[src/rtl/bpv_pkg.sv]
`timescale 1ns / 1ps
// ---------------------------------------------------------------------------
// bpv_pkg: shared types and constants
// Widths, payload structs and state encodings for the brush plane vertex
// enumerator and its cells.
// ---------------------------------------------------------------------------
package bpv_pkg;

   localparam int MAX_SIDES  = 16;
   localparam int MAX_VERTS  = 63;
   localparam int MIN_PLANES = 3;

   localparam int IDX_W  = $clog2(MAX_SIDES);
   localparam int CNT_W  = $clog2(MAX_SIDES + 1);
   localparam int VCNT_W = 6;

   localparam int NRM_W  = 17;   // reordered normal, -y needs one more bit
   localparam int DST_W  = 32;   // scaled distance, Q.8
   localparam int CRS_W  = 35;   // cross product component, Q.28
   localparam int QTR_W  = 33;   // cross component / 4
   localparam int DET_W  = 54;   // determinant, Q.42
   localparam int NUM_W  = 64;   // numerator, wraps like 64-bit math
   localparam int PNT_W  = 24;   // point, Q15.8
   localparam int PRD_W  = 41;   // normal * point
   localparam int DOT_W  = 49;   // signed distance to plane, Q.22
   localparam int TOL_W  = 27;
   localparam int SCL_W  = 16;

   localparam int QUOT_W    = 24;
   localparam int INT_STEPS = 8;
   localparam int DSH_W     = DET_W + INT_STEPS - 1;

   localparam logic [DET_W-1:0]  EPS_Q42  = DET_W'(4398047);
   localparam logic [SCL_W-1:0]  SCALE_RST = SCL_W'(256);
   localparam logic [QUOT_W-1:0] SAT_NEG  = QUOT_W'(8388608);
   localparam logic [QUOT_W-1:0] SAT_POS  = QUOT_W'(8388607);

   typedef struct packed {
      logic signed [15:0] normal_x;
      logic signed [15:0] normal_y;
      logic signed [15:0] normal_z;
      logic signed [23:0] plane_dist;
      logic               last_plane;
   } req_type;

   typedef struct packed {
      logic signed [23:0] vert_x;
      logic signed [23:0] vert_y;
      logic signed [23:0] vert_z;
      logic               is_vertex;
      logic [5:0]         vertex_count;
      logic               overflow;
      logic               last;
   } rsp_type;

   typedef struct packed {
      logic [2:0][NRM_W-1:0] nrm;
      logic [DST_W-1:0]      dst;
   } plane_type;

   // point travelling down the cell chain
   typedef struct packed {
      logic                  valid;
      logic                  outside;
      logic [2:0][PNT_W-1:0] p;
   } point_type;

   // triple under test, constant during a scan
   typedef struct packed {
      logic [IDX_W-1:0] i;
      logic [IDX_W-1:0] j;
      logic [IDX_W-1:0] k;
      logic [CNT_W-1:0] n;
      logic [TOL_W-1:0] tol;
   } scan_ctl_type;

   typedef struct packed {
      logic              done;
      logic [QUOT_W-1:0] quot;
   } div_res_type;

   typedef enum logic {
      DIV_IDLE,
      DIV_RUN
   } div_st_type;

   typedef enum logic [3:0] {
      ST_IDLE,
      ST_START,
      ST_FI,
      ST_FJ,
      ST_FK,
      ST_CR,
      ST_DET,
      ST_CHK,
      ST_NUM,
      ST_DSTART,
      ST_DWAIT,
      ST_SCAN_GO,
      ST_SCAN_WAIT,
      ST_EMIT,
      ST_NEXT,
      ST_CLOSE
   } st_type;

endpackage

[src/rtl/bpv_cell.sv]
`timescale 1ns / 1ps
// ---------------------------------------------------------------------------
// bpv_cell: one plane slot of the chain
// Holds one plane and tests the passing point against it, two stages deep.
// ---------------------------------------------------------------------------
module bpv_cell
   import bpv_pkg::*;
(
   input  logic             clock,
   input  logic             reset,
   input  logic [IDX_W-1:0] cell_idx,
   input  logic             wr_en,
   input  logic [IDX_W-1:0] wr_idx,
   input  plane_type        wr_plane,
   input  scan_ctl_type     ctl,
   input  point_type        pt_in,
   output point_type        pt_out,
   output plane_type        plane_out
);

   plane_type                    plane_ff;
   logic                         v1_ff, v1_in;
   logic                         out1_ff;
   logic [2:0][PNT_W-1:0]        p1_ff;
   logic signed [2:0][PRD_W-1:0] prod_ff, prod_in;
   point_type                    pt_ff, pt_in_nx;
   logic                         active;
   logic signed [DOT_W-1:0]      dot;

   always_comb begin
      for (int t = 0; t < 3; t++) begin
         prod_in[t] = $signed(plane_ff.nrm[t]) * $signed(pt_in.p[t]);
      end
      v1_in  = pt_in.valid;
      active = (CNT_W'(cell_idx) < ctl.n) && (cell_idx != ctl.i)
               && (cell_idx != ctl.j) && (cell_idx != ctl.k);
      dot = DOT_W'($signed(prod_ff[0])) + DOT_W'($signed(prod_ff[1]))
            + DOT_W'($signed(prod_ff[2]))
            - DOT_W'($signed({plane_ff.dst, 14'b0}));
      pt_in_nx.valid   = v1_ff;
      pt_in_nx.outside = out1_ff || (active && (dot > $signed({22'b0, ctl.tol})));
      pt_in_nx.p       = p1_ff;
   end

   always_ff @(posedge clock) begin
      if (reset) begin
         v1_ff       <= 1'b0;
         pt_ff.valid <= 1'b0;
      end else begin
         v1_ff       <= v1_in;
         pt_ff.valid <= pt_in_nx.valid;
      end
      out1_ff       <= pt_in.outside;
      p1_ff         <= pt_in.p;
      prod_ff       <= prod_in;
      pt_ff.outside <= pt_in_nx.outside;
      pt_ff.p       <= pt_in_nx.p;
      if (wr_en && (wr_idx == cell_idx)) begin
         plane_ff <= wr_plane;
      end
   end

   assign pt_out    = pt_ff;
   assign plane_out = plane_ff;

endmodule

[config.mk]
export PLATFORM = sky130hd
export DESIGN_NAME = bpv_cell
export DESIGN_NICKNAME = d
export VERILOG_FILES = /design/src/rtl/bpv_pkg.sv /design/src/rtl/bpv_cell.sv
export SDC_FILE = /design/constraint.sdc
export NUM_CORES = 2
export LEC_CHECK = 0
export ABC_AREA = 0
export CORE_UTILIZATION = 44
export DETAILED_ROUTE_END_ITERATION = 10
export DONT_BUFFER_PORTS = 1
export GPL_ROUTABILITY_DRIVEN = 0
export PLACE_DENSITY = 0.6
export SLEW_MARGIN = 20
export SYNTH_ARGS = -nofsm -noshare
export SYNTH_HDL_FRONTEND = slang
export SYNTH_SLANG_ARGS = --single-unit
[constraint.sdc]
create_clock -name clock -period 13.21 [get_ports clock]
set_input_delay 2.642 -clock clock [delete_from_list [all_inputs] [get_ports clock]]
set_output_delay 2.642 -clock clock [all_outputs]
set_load 0.005 [all_outputs]
==> impl_metrics.yaml <==
run_status:
  status: "complete, no violations"
synthesis:
  yosys.area.top_type_share_pct: 44.6
  syn_area_per_cell_um2: 9.53
  async_reset_ff_share_pct: 0
  synth_cells: 6037
  ys_top_cells_by_area: "fa_1 (45%), inv_1 (10%), dfxtp_1 (9.4%)"
  synth_enable_flop_cells: 83
  synth_nets: 7916
  yosysWarnings: 0
  synth-seq-cells: 354
  ys_types: 71
  yosysTopAreaCell: "fa_1"
  ys_seq_area_share_pct: 13.8
  synth_flop_cell: "dfxtp_1"
  netlist_area_um2: 57600
sta:
  worstMarginPinSlew_ps: 1090
  clock_skew_ps: 26.4
  max_freq_mhz: 121
  fin_tns_setup_ps: 0
  finalHoldViolations: 0
  drv_slew: 0
  period_needed_ps: 8260
  holdWs_ps: 320
  relSlewSlack_pct: 27.1
  finalCritPeriodShare_pct: 62.6
  setup_violations: 0
  rsz0062_at_grt: "no"
layout:
  mostFrequentLayoutCell: "inv_1"
  nNetsFinal: 7799
  layout_common_cells: "inv_1 (1,541), fa_1 (1,281), nand2_1 (716)"
  area_growth_pct: 5.71
  drive_above_1_share_pct: 2.30
  design_area_um2: 60800
route:
  drtAntennaViolNets: 0
  drt-total-wl_um: 144000
  dr.pass1.iters: 6
  viasPerCell: 5.05
  via_count: 38900
  wl_per_cell_um: 18.7
  drtIter0Drc: 2230
  drc_errors: 0
setup_path:
  cpMostUsedCell: "fa_1"
  criticalPathCategory: "input port to register"
  cp-start-kind: "input port"
  worst-path-buf-inv: 4
  slowest_stage: "fa_1"
  worstPathRequired_ps: 13710
  critPathMaxFanout: 18
  cp-end-kind: "register"
  crit_path_cell_trace: "and2_1, fa_1, inv_1, fa_1, fa_1, fa_1, inv_1, fa_1, inv_1, fa_1, inv_1, ha_1, a21o_1, a21oi_1, nor2b_1, a311oi_2, o22ai_1, o41a_1, a41o_1, o31ai_1, mux2i_1, nand2_1"
  critPathArrivalTime_ps: 8770
  critPathMaxStageDelay_ps: 540
  cp_top_family: "adder cells"
run:
  max_cap_viol_count: 0
clock_tree:
  cts_sinks: 354
  insertion_delay_ps: 640
  ctsResizeCount: 0
  postCtsHoldBufs: 0
  cts_tree: "done"
  cts.path.max_buffers: 3
  numCtsBuffers: 46
  path_clk_slew_ps: 60
  cts_setup_buffers: 0
  clockRootBuffer: "clkbuf_16"
  cts_max_level: 2
grt:
  antenna_found_initial: 3
  gr-usage-met3_pct: 4.02
  overflow: 0
  gr-usage-met1_pct: 30.8
  grt_first_pass_wirelength_um: 234000
  grtUsageTotal_pct: 22.8
  grt_max_degree: 45
  grt_busiest_layer: "met2"
  grt_pass1_vias: 42600
  use_met2_pct: 38.0
die:
  die_h_um: 364
  start_util_pct: 44.4
  fp.dieW_um: 364
  io_pins: 369
  design.core.area_um2: 130000
  rows: 132
  die_area_um2: 132000
placement:
  io_buffers: 0
  hpwl_um: 118000
  placed_cell_area_um2: 59200
worst_hold_path:
  holdCritPathClass: "register to register"
==> sequential cells by signal (all words and copies together), names as in the netlist <==
name / cells
p1_ff: 72
prod_ff: 123
plane_out: 83
v1_ff: 1
out1_ff: 1
pt_out: 74
==> kinds of logic after synthesis <==
family / share of synthesized area [%]
xor gates and xnor gates: 2.60
and+or+nand+nor: 13.7
muxes: 0.196
DFF: 13.8
buffers and inverters: 11.4
AOI/OAI and AO/OA: 5.37
adders and majority gates: 53.0
==> worst paths after layout <==
check	start	to	slack [ps]	cells after the start
worst max-delay path	pt_in[55]	prod_ff[121]$_DFF_P_	4950	22
worst min-delay path	p1_ff[38]$_DFF_P_	pt_out[38]$_DFF_P_	320	0
worst max register to register	plane_out[48]$_DFFE_PP_	prod_ff[36]$_DFF_P_	5350	21
worst min register to register	p1_ff[38]$_DFF_P_	pt_out[38]$_DFF_P_	320	0
==> metal layers <==
layer	routed length, µm	vias to the layer above
met3	9640	190
li1	-	17600
met4	3410	0
met2	68400	1128
met5	0	-
met1	62300	20000
==> layout make-up <==
class	instances	area, µm²
Clock buffer	58	1280
Inverter	1542	5790
Sequential cell	354	7920
Antenna cell	2	5.00
Clock inverter	28	268
Timing Repair Buffer	37	315
Fill cell	12300	68800
Multi-Input combinational cell	3939	43100
Tap cell	1742	2180
==> through the flow <==
step / cells / worst slack, ps / utilization [%]
floorplan: 6037 / 1610 / -
global placement: 7609 / 4370 / 45.7
detailed placement: 7610 / 4310 / 45.7
CTS: 7696 / 4990 / 46.9
global route: 7700 / 4590 / 46.9
finish: 7702 / 4950 / 46.9
==> Yosys cell counts, types with 5 or more instances <==
master	n
nand4_1	27
fa_1	1281
a21o_1	77
and3_1	19
and2_1	528
a211o_1	10
a31oi_1	14
o21bai_1	19
o211ai_1	10
ha_1	386
nand2_1	716
inv_1	1541
a211oi_1	19
xnor2_1	128
edfxtp_1	83
o2111ai_1	7
o21a_1	28
a21oi_1	140
and4_1	5
dfxtp_1	271
nor3b_1	5
nor3_1	35
mux2i_1	9
or2_2	6
or3_1	13
or4_1	5
nand3_1	34
nand2b_1	31
o21ai_0	77
clkbuf_1	199
nor2_1	158
nor2b_1	26
a2111oi_0	6
xor2_1	43
a221oi_1	7
o31ai_1	6
Power is left out: the tool's default activity adds up to more than one toggle a clock period on the data nets, which glitch-free logic cannot reach.
