===== config.mk =====
export PLATFORM = sky130hd
export DESIGN_NAME = bpv_div
export DESIGN_NICKNAME = d
export VERILOG_FILES = /design/src/rtl/bpv_pkg.sv /design/src/rtl/bpv_div.sv
export SDC_FILE = /design/constraint.sdc
export NUM_CORES = 1
export LEC_CHECK = 0
export BUFFER_PORTS_ARGS = -buffer_cell sky130_fd_sc_hd__buf_2
export CAP_MARGIN = 30
export CORE_ASPECT_RATIO = 2
export CORE_MARGIN = 3
export CORE_UTILIZATION = 45
export CTS_CLUSTER_SIZE = 28
export DETAILED_ROUTE_END_ITERATION = 10
export SLEW_MARGIN = 40
export SYNTH_ARGS = -nofsm -noshare
export SYNTH_HDL_FRONTEND = slang
export SYNTH_SLANG_ARGS = --single-unit

===== constraint.sdc =====
create_clock -name clock -period 28.1 [get_ports clock]
set_input_delay 8.43 -clock clock [delete_from_list [all_inputs] [get_ports clock]]
set_output_delay 8.43 -clock clock [all_outputs]
set_load 0.02 [all_outputs]

===== src/rtl/bpv_pkg.sv =====
`timescale 1ns / 1ps
// ---------------------------------------------------------------------------
// bpv_pkg: shared types and constants
// Widths, payload structs and state encodings for the brush plane vertex
// enumerator and its cells.
// ---------------------------------------------------------------------------
package bpv_pkg;

   localparam int MAX_SIDES  = 16;
   localparam int MAX_VERTS  = 63;
   localparam int MIN_PLANES = 3;

   localparam int IDX_W  = $clog2(MAX_SIDES);
   localparam int CNT_W  = $clog2(MAX_SIDES + 1);
   localparam int VCNT_W = 6;

   localparam int NRM_W  = 17;   // reordered normal, -y needs one more bit
   localparam int DST_W  = 32;   // scaled distance, Q.8
   localparam int CRS_W  = 35;   // cross product component, Q.28
   localparam int QTR_W  = 33;   // cross component / 4
   localparam int DET_W  = 54;   // determinant, Q.42
   localparam int NUM_W  = 64;   // numerator, wraps like 64-bit math
   localparam int PNT_W  = 24;   // point, Q15.8
   localparam int PRD_W  = 41;   // normal * point
   localparam int DOT_W  = 49;   // signed distance to plane, Q.22
   localparam int TOL_W  = 27;
   localparam int SCL_W  = 16;

   localparam int QUOT_W    = 24;
   localparam int INT_STEPS = 8;
   localparam int DSH_W     = DET_W + INT_STEPS - 1;

   localparam logic [DET_W-1:0]  EPS_Q42  = DET_W'(4398047);
   localparam logic [SCL_W-1:0]  SCALE_RST = SCL_W'(256);
   localparam logic [QUOT_W-1:0] SAT_NEG  = QUOT_W'(8388608);
   localparam logic [QUOT_W-1:0] SAT_POS  = QUOT_W'(8388607);

   typedef struct packed {
      logic signed [15:0] normal_x;
      logic signed [15:0] normal_y;
      logic signed [15:0] normal_z;
      logic signed [23:0] plane_dist;
      logic               last_plane;
   } req_type;

   typedef struct packed {
      logic signed [23:0] vert_x;
      logic signed [23:0] vert_y;
      logic signed [23:0] vert_z;
      logic               is_vertex;
      logic [5:0]         vertex_count;
      logic               overflow;
      logic               last;
   } rsp_type;

   typedef struct packed {
      logic [2:0][NRM_W-1:0] nrm;
      logic [DST_W-1:0]      dst;
   } plane_type;

   // point travelling down the cell chain
   typedef struct packed {
      logic                  valid;
      logic                  outside;
      logic [2:0][PNT_W-1:0] p;
   } point_type;

   // triple under test, constant during a scan
   typedef struct packed {
      logic [IDX_W-1:0] i;
      logic [IDX_W-1:0] j;
      logic [IDX_W-1:0] k;
      logic [CNT_W-1:0] n;
      logic [TOL_W-1:0] tol;
   } scan_ctl_type;

   typedef struct packed {
      logic              done;
      logic [QUOT_W-1:0] quot;
   } div_res_type;

   typedef enum logic {
      DIV_IDLE,
      DIV_RUN
   } div_st_type;

   typedef enum logic [3:0] {
      ST_IDLE,
      ST_START,
      ST_FI,
      ST_FJ,
      ST_FK,
      ST_CR,
      ST_DET,
      ST_CHK,
      ST_NUM,
      ST_DSTART,
      ST_DWAIT,
      ST_SCAN_GO,
      ST_SCAN_WAIT,
      ST_EMIT,
      ST_NEXT,
      ST_CLOSE
   } st_type;

endpackage


===== src/rtl/bpv_div.sv =====
`timescale 1ns / 1ps
// ---------------------------------------------------------------------------
// bpv_div: saturating restoring divider
// Computes floor(dividend * 2^16 / divisor), one quotient bit a cycle;
// quotients of 256 or more in the integer part report 2^23.
// ---------------------------------------------------------------------------
module bpv_div
   import bpv_pkg::*;
(
   input  logic             clock,
   input  logic             reset,
   input  logic             start,
   input  logic [NUM_W-1:0] dividend,
   input  logic [DET_W-1:0] divisor,
   output div_res_type      res
);

   div_st_type        st_ff, st_in;
   logic [NUM_W:0]    r_ff, r_in;
   logic [DSH_W-1:0]  dsh_ff, dsh_in;
   logic [4:0]        step_ff, step_in;
   logic [QUOT_W-1:0] q_ff, q_in;
   logic              done_ff, done_in;
   logic [NUM_W:0]    trial;
   logic              fits;

   always_comb begin
      st_in   = st_ff;
      r_in    = r_ff;
      dsh_in  = dsh_ff;
      step_in = step_ff;
      q_in    = q_ff;
      done_in = 1'b0;
      trial   = (step_ff < 5'(INT_STEPS)) ? r_ff : {r_ff[NUM_W-1:0], 1'b0};
      fits    = trial >= (NUM_W + 1)'(dsh_ff);
      case (st_ff)
         DIV_IDLE: begin
            if (start) begin
               if (dividend >= NUM_W'({divisor, 8'b0})) begin
                  q_in    = SAT_NEG;
                  done_in = 1'b1;
               end else begin
                  r_in    = {1'b0, dividend};
                  dsh_in  = {divisor, 7'b0};
                  step_in = '0;
                  q_in    = '0;
                  st_in   = DIV_RUN;
               end
            end
         end
         DIV_RUN: begin
            r_in = fits ? trial - (NUM_W + 1)'(dsh_ff) : trial;
            q_in = {q_ff[QUOT_W-2:0], fits};
            if (step_ff < 5'(INT_STEPS - 1)) begin
               dsh_in = dsh_ff >> 1;
            end
            step_in = step_ff + 5'd1;
            if (step_ff == 5'(QUOT_W - 1)) begin
               done_in = 1'b1;
               st_in   = DIV_IDLE;
            end
         end
         default: st_in = DIV_IDLE;
      endcase
   end

   always_ff @(posedge clock) begin
      if (reset) begin
         st_ff   <= DIV_IDLE;
         done_ff <= 1'b0;
      end else begin
         st_ff   <= st_in;
         done_ff <= done_in;
      end
   end

   always_ff @(posedge clock) begin
      r_ff    <= r_in;
      dsh_ff  <= dsh_in;
      step_ff <= step_in;
      q_ff    <= q_in;
   end

   assign res.done = done_ff;
   assign res.quot = q_ff;

endmodule


==> impl_metrics.env <==
export IMPL_post_drt_via_cell_ratio=5.73
export IMPL_initial_core_util_pct=45.9
export IMPL_finalHoldWorstSlack_ns=0.563
export IMPL_routabilityCongestion=0.919
export IMPL_rows=88
export IMPL_synth_edf_count=155
export IMPL_detailed_place_hpwl_microns=30500
export IMPL_flow_area_growth_from_synthesis_pct=11.2
export IMPL_finalWirelength_microns=38500
export IMPL_post_synth_mux_area_share_pct=8.38
export IMPL_synth_top_cell_area_share_pct=34.9
export IMPL_core_footprint_sq_mm=0.0291
export IMPL_nets=1842
export IMPL_antenna_violations_before_repair=0
export IMPL_synthesized_flop_and_latch_total=157
export IMPL_grt_first_pass_wirelength_microns=60300
export IMPL_ys_warnings_count=0
export IMPL_yosys_cell_count_top_type="sky130_fd_sc_hd__edfxtp_1"
export IMPL_io_pin_count=146
export IMPL_ant_nets=0
export IMPL_finalMaxSlewViolations=0
export IMPL_setup_viol_count_final=0
export IMPL_ctsRootBufferMaster="sky130_fd_sc_hd__clkbuf_16"
export IMPL_die_w_microns=128
export IMPL_netlist_top_cells_count="155 x sky130_fd_sc_hd__edfxtp_1, 147 x sky130_fd_sc_hd__a21oi_1, 147 x sky130_fd_sc_hd__nand2_1"
export IMPL_timing_critical_path_to_type="register"
export IMPL_max_freq_mhz=82.2
export IMPL_synth_seq_area_share_pct=35.2
export IMPL_synthArstFlopShare_pct=0
export IMPL_worst_pin_slew_ns=0.852
export IMPL_post_cts_buffers=0
export IMPL_synth_area_top_cells="sky130_fd_sc_hd__edfxtp_1 35%, sky130_fd_sc_hd__ha_1 11%, sky130_fd_sc_hd__a21oi_1 5.5%"
export IMPL_syn_cell_area_sq_mm=0.0133
export IMPL_timing_setup_critical_path_class="input pin to register"
export IMPL_grt_total_usage_pct=24.3
export IMPL_synthesis_area_per_instance_sq_um=8.82
export IMPL_post_synth_num_cell_types=80
export IMPL_clkSinkCount=157
export IMPL_post_synth_xor_area_fraction_pct=3.61
export IMPL_final_layout_size_suffix_gt1_share_pct=17.7
export IMPL_synth_simple_gate_area_share_pct=14.7
export IMPL_vias=11300
export IMPL_setup_repair_after_global_routing_missed_its_margin="no"
export IMPL_globalRouteOverflowTotal=0
export IMPL_synth_top_cell_by_area="sky130_fd_sc_hd__edfxtp_1"
export IMPL_cts_reportedPaths_clkPinSlew_ns=0.07
export IMPL_postSynthNetCount=1750
export IMPL_cts_htree_levels=4
export IMPL_cts_made_buffers=17
export IMPL_routed_wire_per_std_cell_microns=19.5
export IMPL_fp_dieArea_sq_mm=0.0319
export IMPL_adder_cell_share_of_the_synthesized_area_pct=11.0
export IMPL_pwr_density_cell_mw_per_mm2=53.5
export IMPL_dominantRegCellSynth="sky130_fd_sc_hd__edfxtp_1"
export IMPL_clock_tree_from_tritoncts="built"
export IMPL_drc_errors=0
export IMPL_setup_tns_ns=0
export IMPL_ctsHoldBuffers=0
export IMPL_fin_worst_skew_ns=0.0135
export IMPL_timing_max_slew_rel_slack_pct=43.0
export IMPL_synth_compound_gate_area_share_pct=20.2
export IMPL_min_path_type="register to register"
export IMPL_timing_hold_violations_final=0
export IMPL_status="finished, final reports clean"
export IMPL_cap_violations=0
export IMPL_worstSetupStartpointType="input pin"
export IMPL_drt_iter0_markers=623
export IMPL_cts_resized_gates=0
export IMPL_die_y_microns=249
export IMPL_fillerInstances=2868
export IMPL_period_needed_ns=12.17
export IMPL_timing_critical_path_required_ns=28.19
export IMPL_final_period_utilization_pct=43.3
export IMPL_power_uw=794
export IMPL_crit_path_max_fanout=44
export IMPL_io_buffer_count=145
export IMPL_synthesis_instances=1512
export IMPL_pre_cts_ws_ns=15.32
export IMPL_pin_count_of_the_biggest_net_entering_global_routing=83
export IMPL_worst_skew_pair_late_latency_ns=0.46
export IMPL_first_global_vias=11900
export IMPL_drt_pass1_iterations=5
export IMPL_ir_worst_vdd_v=0.0000463
export IMPL_largest_family_of_logic_cells_by_synthesized_area="compound AO/OA/AOI/OAI gates"
export IMPL_ctsLongestPathBuffers=2
export IMPL_p_leak_uw=0.00649
export IMPL_post_route_worst_setup_slack_ns=15.93
export IMPL_timing_critical_path_arrival_ns=12.27
export IMPL_n_antenna_cell=0
## cells by family (layout without fill, tap and decap cells)
group                      count (synthesis)  after routing
xor gates and xnor gates                  55             55
adders and majority gates                117            117
buffers and inverters                    224            329
AOI/OAI and AO/OA                        437            437
muxes                                    103            103
DFF                                      157            157
and+or+nand+nor                          419            419
## worst max-delay path: stages
cell                        delay (ns)
sky130_fd_sc_hd__buf_2            0.11
sky130_fd_sc_hd__ha_1             0.32
sky130_fd_sc_hd__a2111oi_2        0.57
sky130_fd_sc_hd__o211ai_1         0.19
sky130_fd_sc_hd__o211ai_1         0.50
sky130_fd_sc_hd__a31o_2           0.28
sky130_fd_sc_hd__a21oi_1          0.20
sky130_fd_sc_hd__or2_2            0.38
sky130_fd_sc_hd__o21ai_4          0.57
sky130_fd_sc_hd__buf_4            0.63
## flip-flops by register name, indices dropped and copies added (netlist names)
signal,count
st_ff,1
step_ff,5
done_ff,1
r_ff,65
q_ff,24
dsh_ff,61
## metrics by stage
| step | cells | cell area (sq um) | utilization, % |
|---|---|---|---|
| global route | 1977 | 14800 | 51.0 |
| floorplan | 1512 | 13300 | - |
| detailed placement | 1945 | 14200 | 49.0 |
| global placement | 1945 | 14200 | 48.9 |
| CTS | 1977 | 14800 | 51.0 |
| finish | 1977 | 14800 | 51.0 |
## where the power goes
group | internal (uW) | leakage, uW | switching (uW) | total, uW
Sequential | 280 | 0.00148 | 9.51 | 289
Clock | 120 | 0.000285 | 117 | 236
Combinational | 103 | 0.00473 | 165 | 268
## layout make-up
class | instances | area, sq um | area share [%]
timing repair buffer | 155 | 805 | 5.42
inverter | 142 | 533 | 3.59
clock inverter | 15 | 171 | 1.16
multi-input combinational | 1131 | 7750 | 52.2
sequential | 157 | 4700 | 31.7
tap | 360 | 450 | 3.04
clock buffer | 17 | 425 | 2.87
## layer usage
layer,vias up,track usage [%],share of wire (%)
met5,-,0,0
met4,0,12.6,5.2
met3,93,3.11,2.3
met2,229,50.1,59
met1,5374,21.8,33
li1,5640,-,-
## final timing paths
check | end | slack, ns | depth (start not counted) | from
setup / recovery | dsh_ff[26]$_DFFE_PP_ | 15.93 | 10 | dividend[14]
hold / removal | dsh_ff[45]$_DFFE_PP_ | 0.56 | 2 | dsh_ff[46]$_DFFE_PP_
setup reg to reg | r_ff[41]$_DFFE_PP_ | 22.47 | 14 | step_ff[3]$_SDFFCE_PN0P_
hold reg to reg | dsh_ff[45]$_DFFE_PP_ | 0.56 | 2 | dsh_ff[46]$_DFFE_PP_
## placed cells by master, fill, tap and decap left out, types with 23 or more instances in the layout
cell,synthesis,routed
sky130_fd_sc_hd__inv_1,141,141
sky130_fd_sc_hd__buf_2,24,145
sky130_fd_sc_hd__xnor2_1,34,34
sky130_fd_sc_hd__o21ai_1,25,25
sky130_fd_sc_hd__ha_1,116,116
sky130_fd_sc_hd__o21ai_0,100,99
sky130_fd_sc_hd__a21oi_1,147,147
sky130_fd_sc_hd__mux2i_1,37,37
sky130_fd_sc_hd__edfxtp_1,155,155
sky130_fd_sc_hd__nand4_1,39,39
sky130_fd_sc_hd__and2_1,29,29
sky130_fd_sc_hd__nor2_1,123,123
sky130_fd_sc_hd__nand3_1,23,23
sky130_fd_sc_hd__mux2_2,64,64
sky130_fd_sc_hd__nand2_1,147,145
sky130_fd_sc_hd__a21o_1,47,47
No activity file was read; power rests on OpenSTA's default activity.
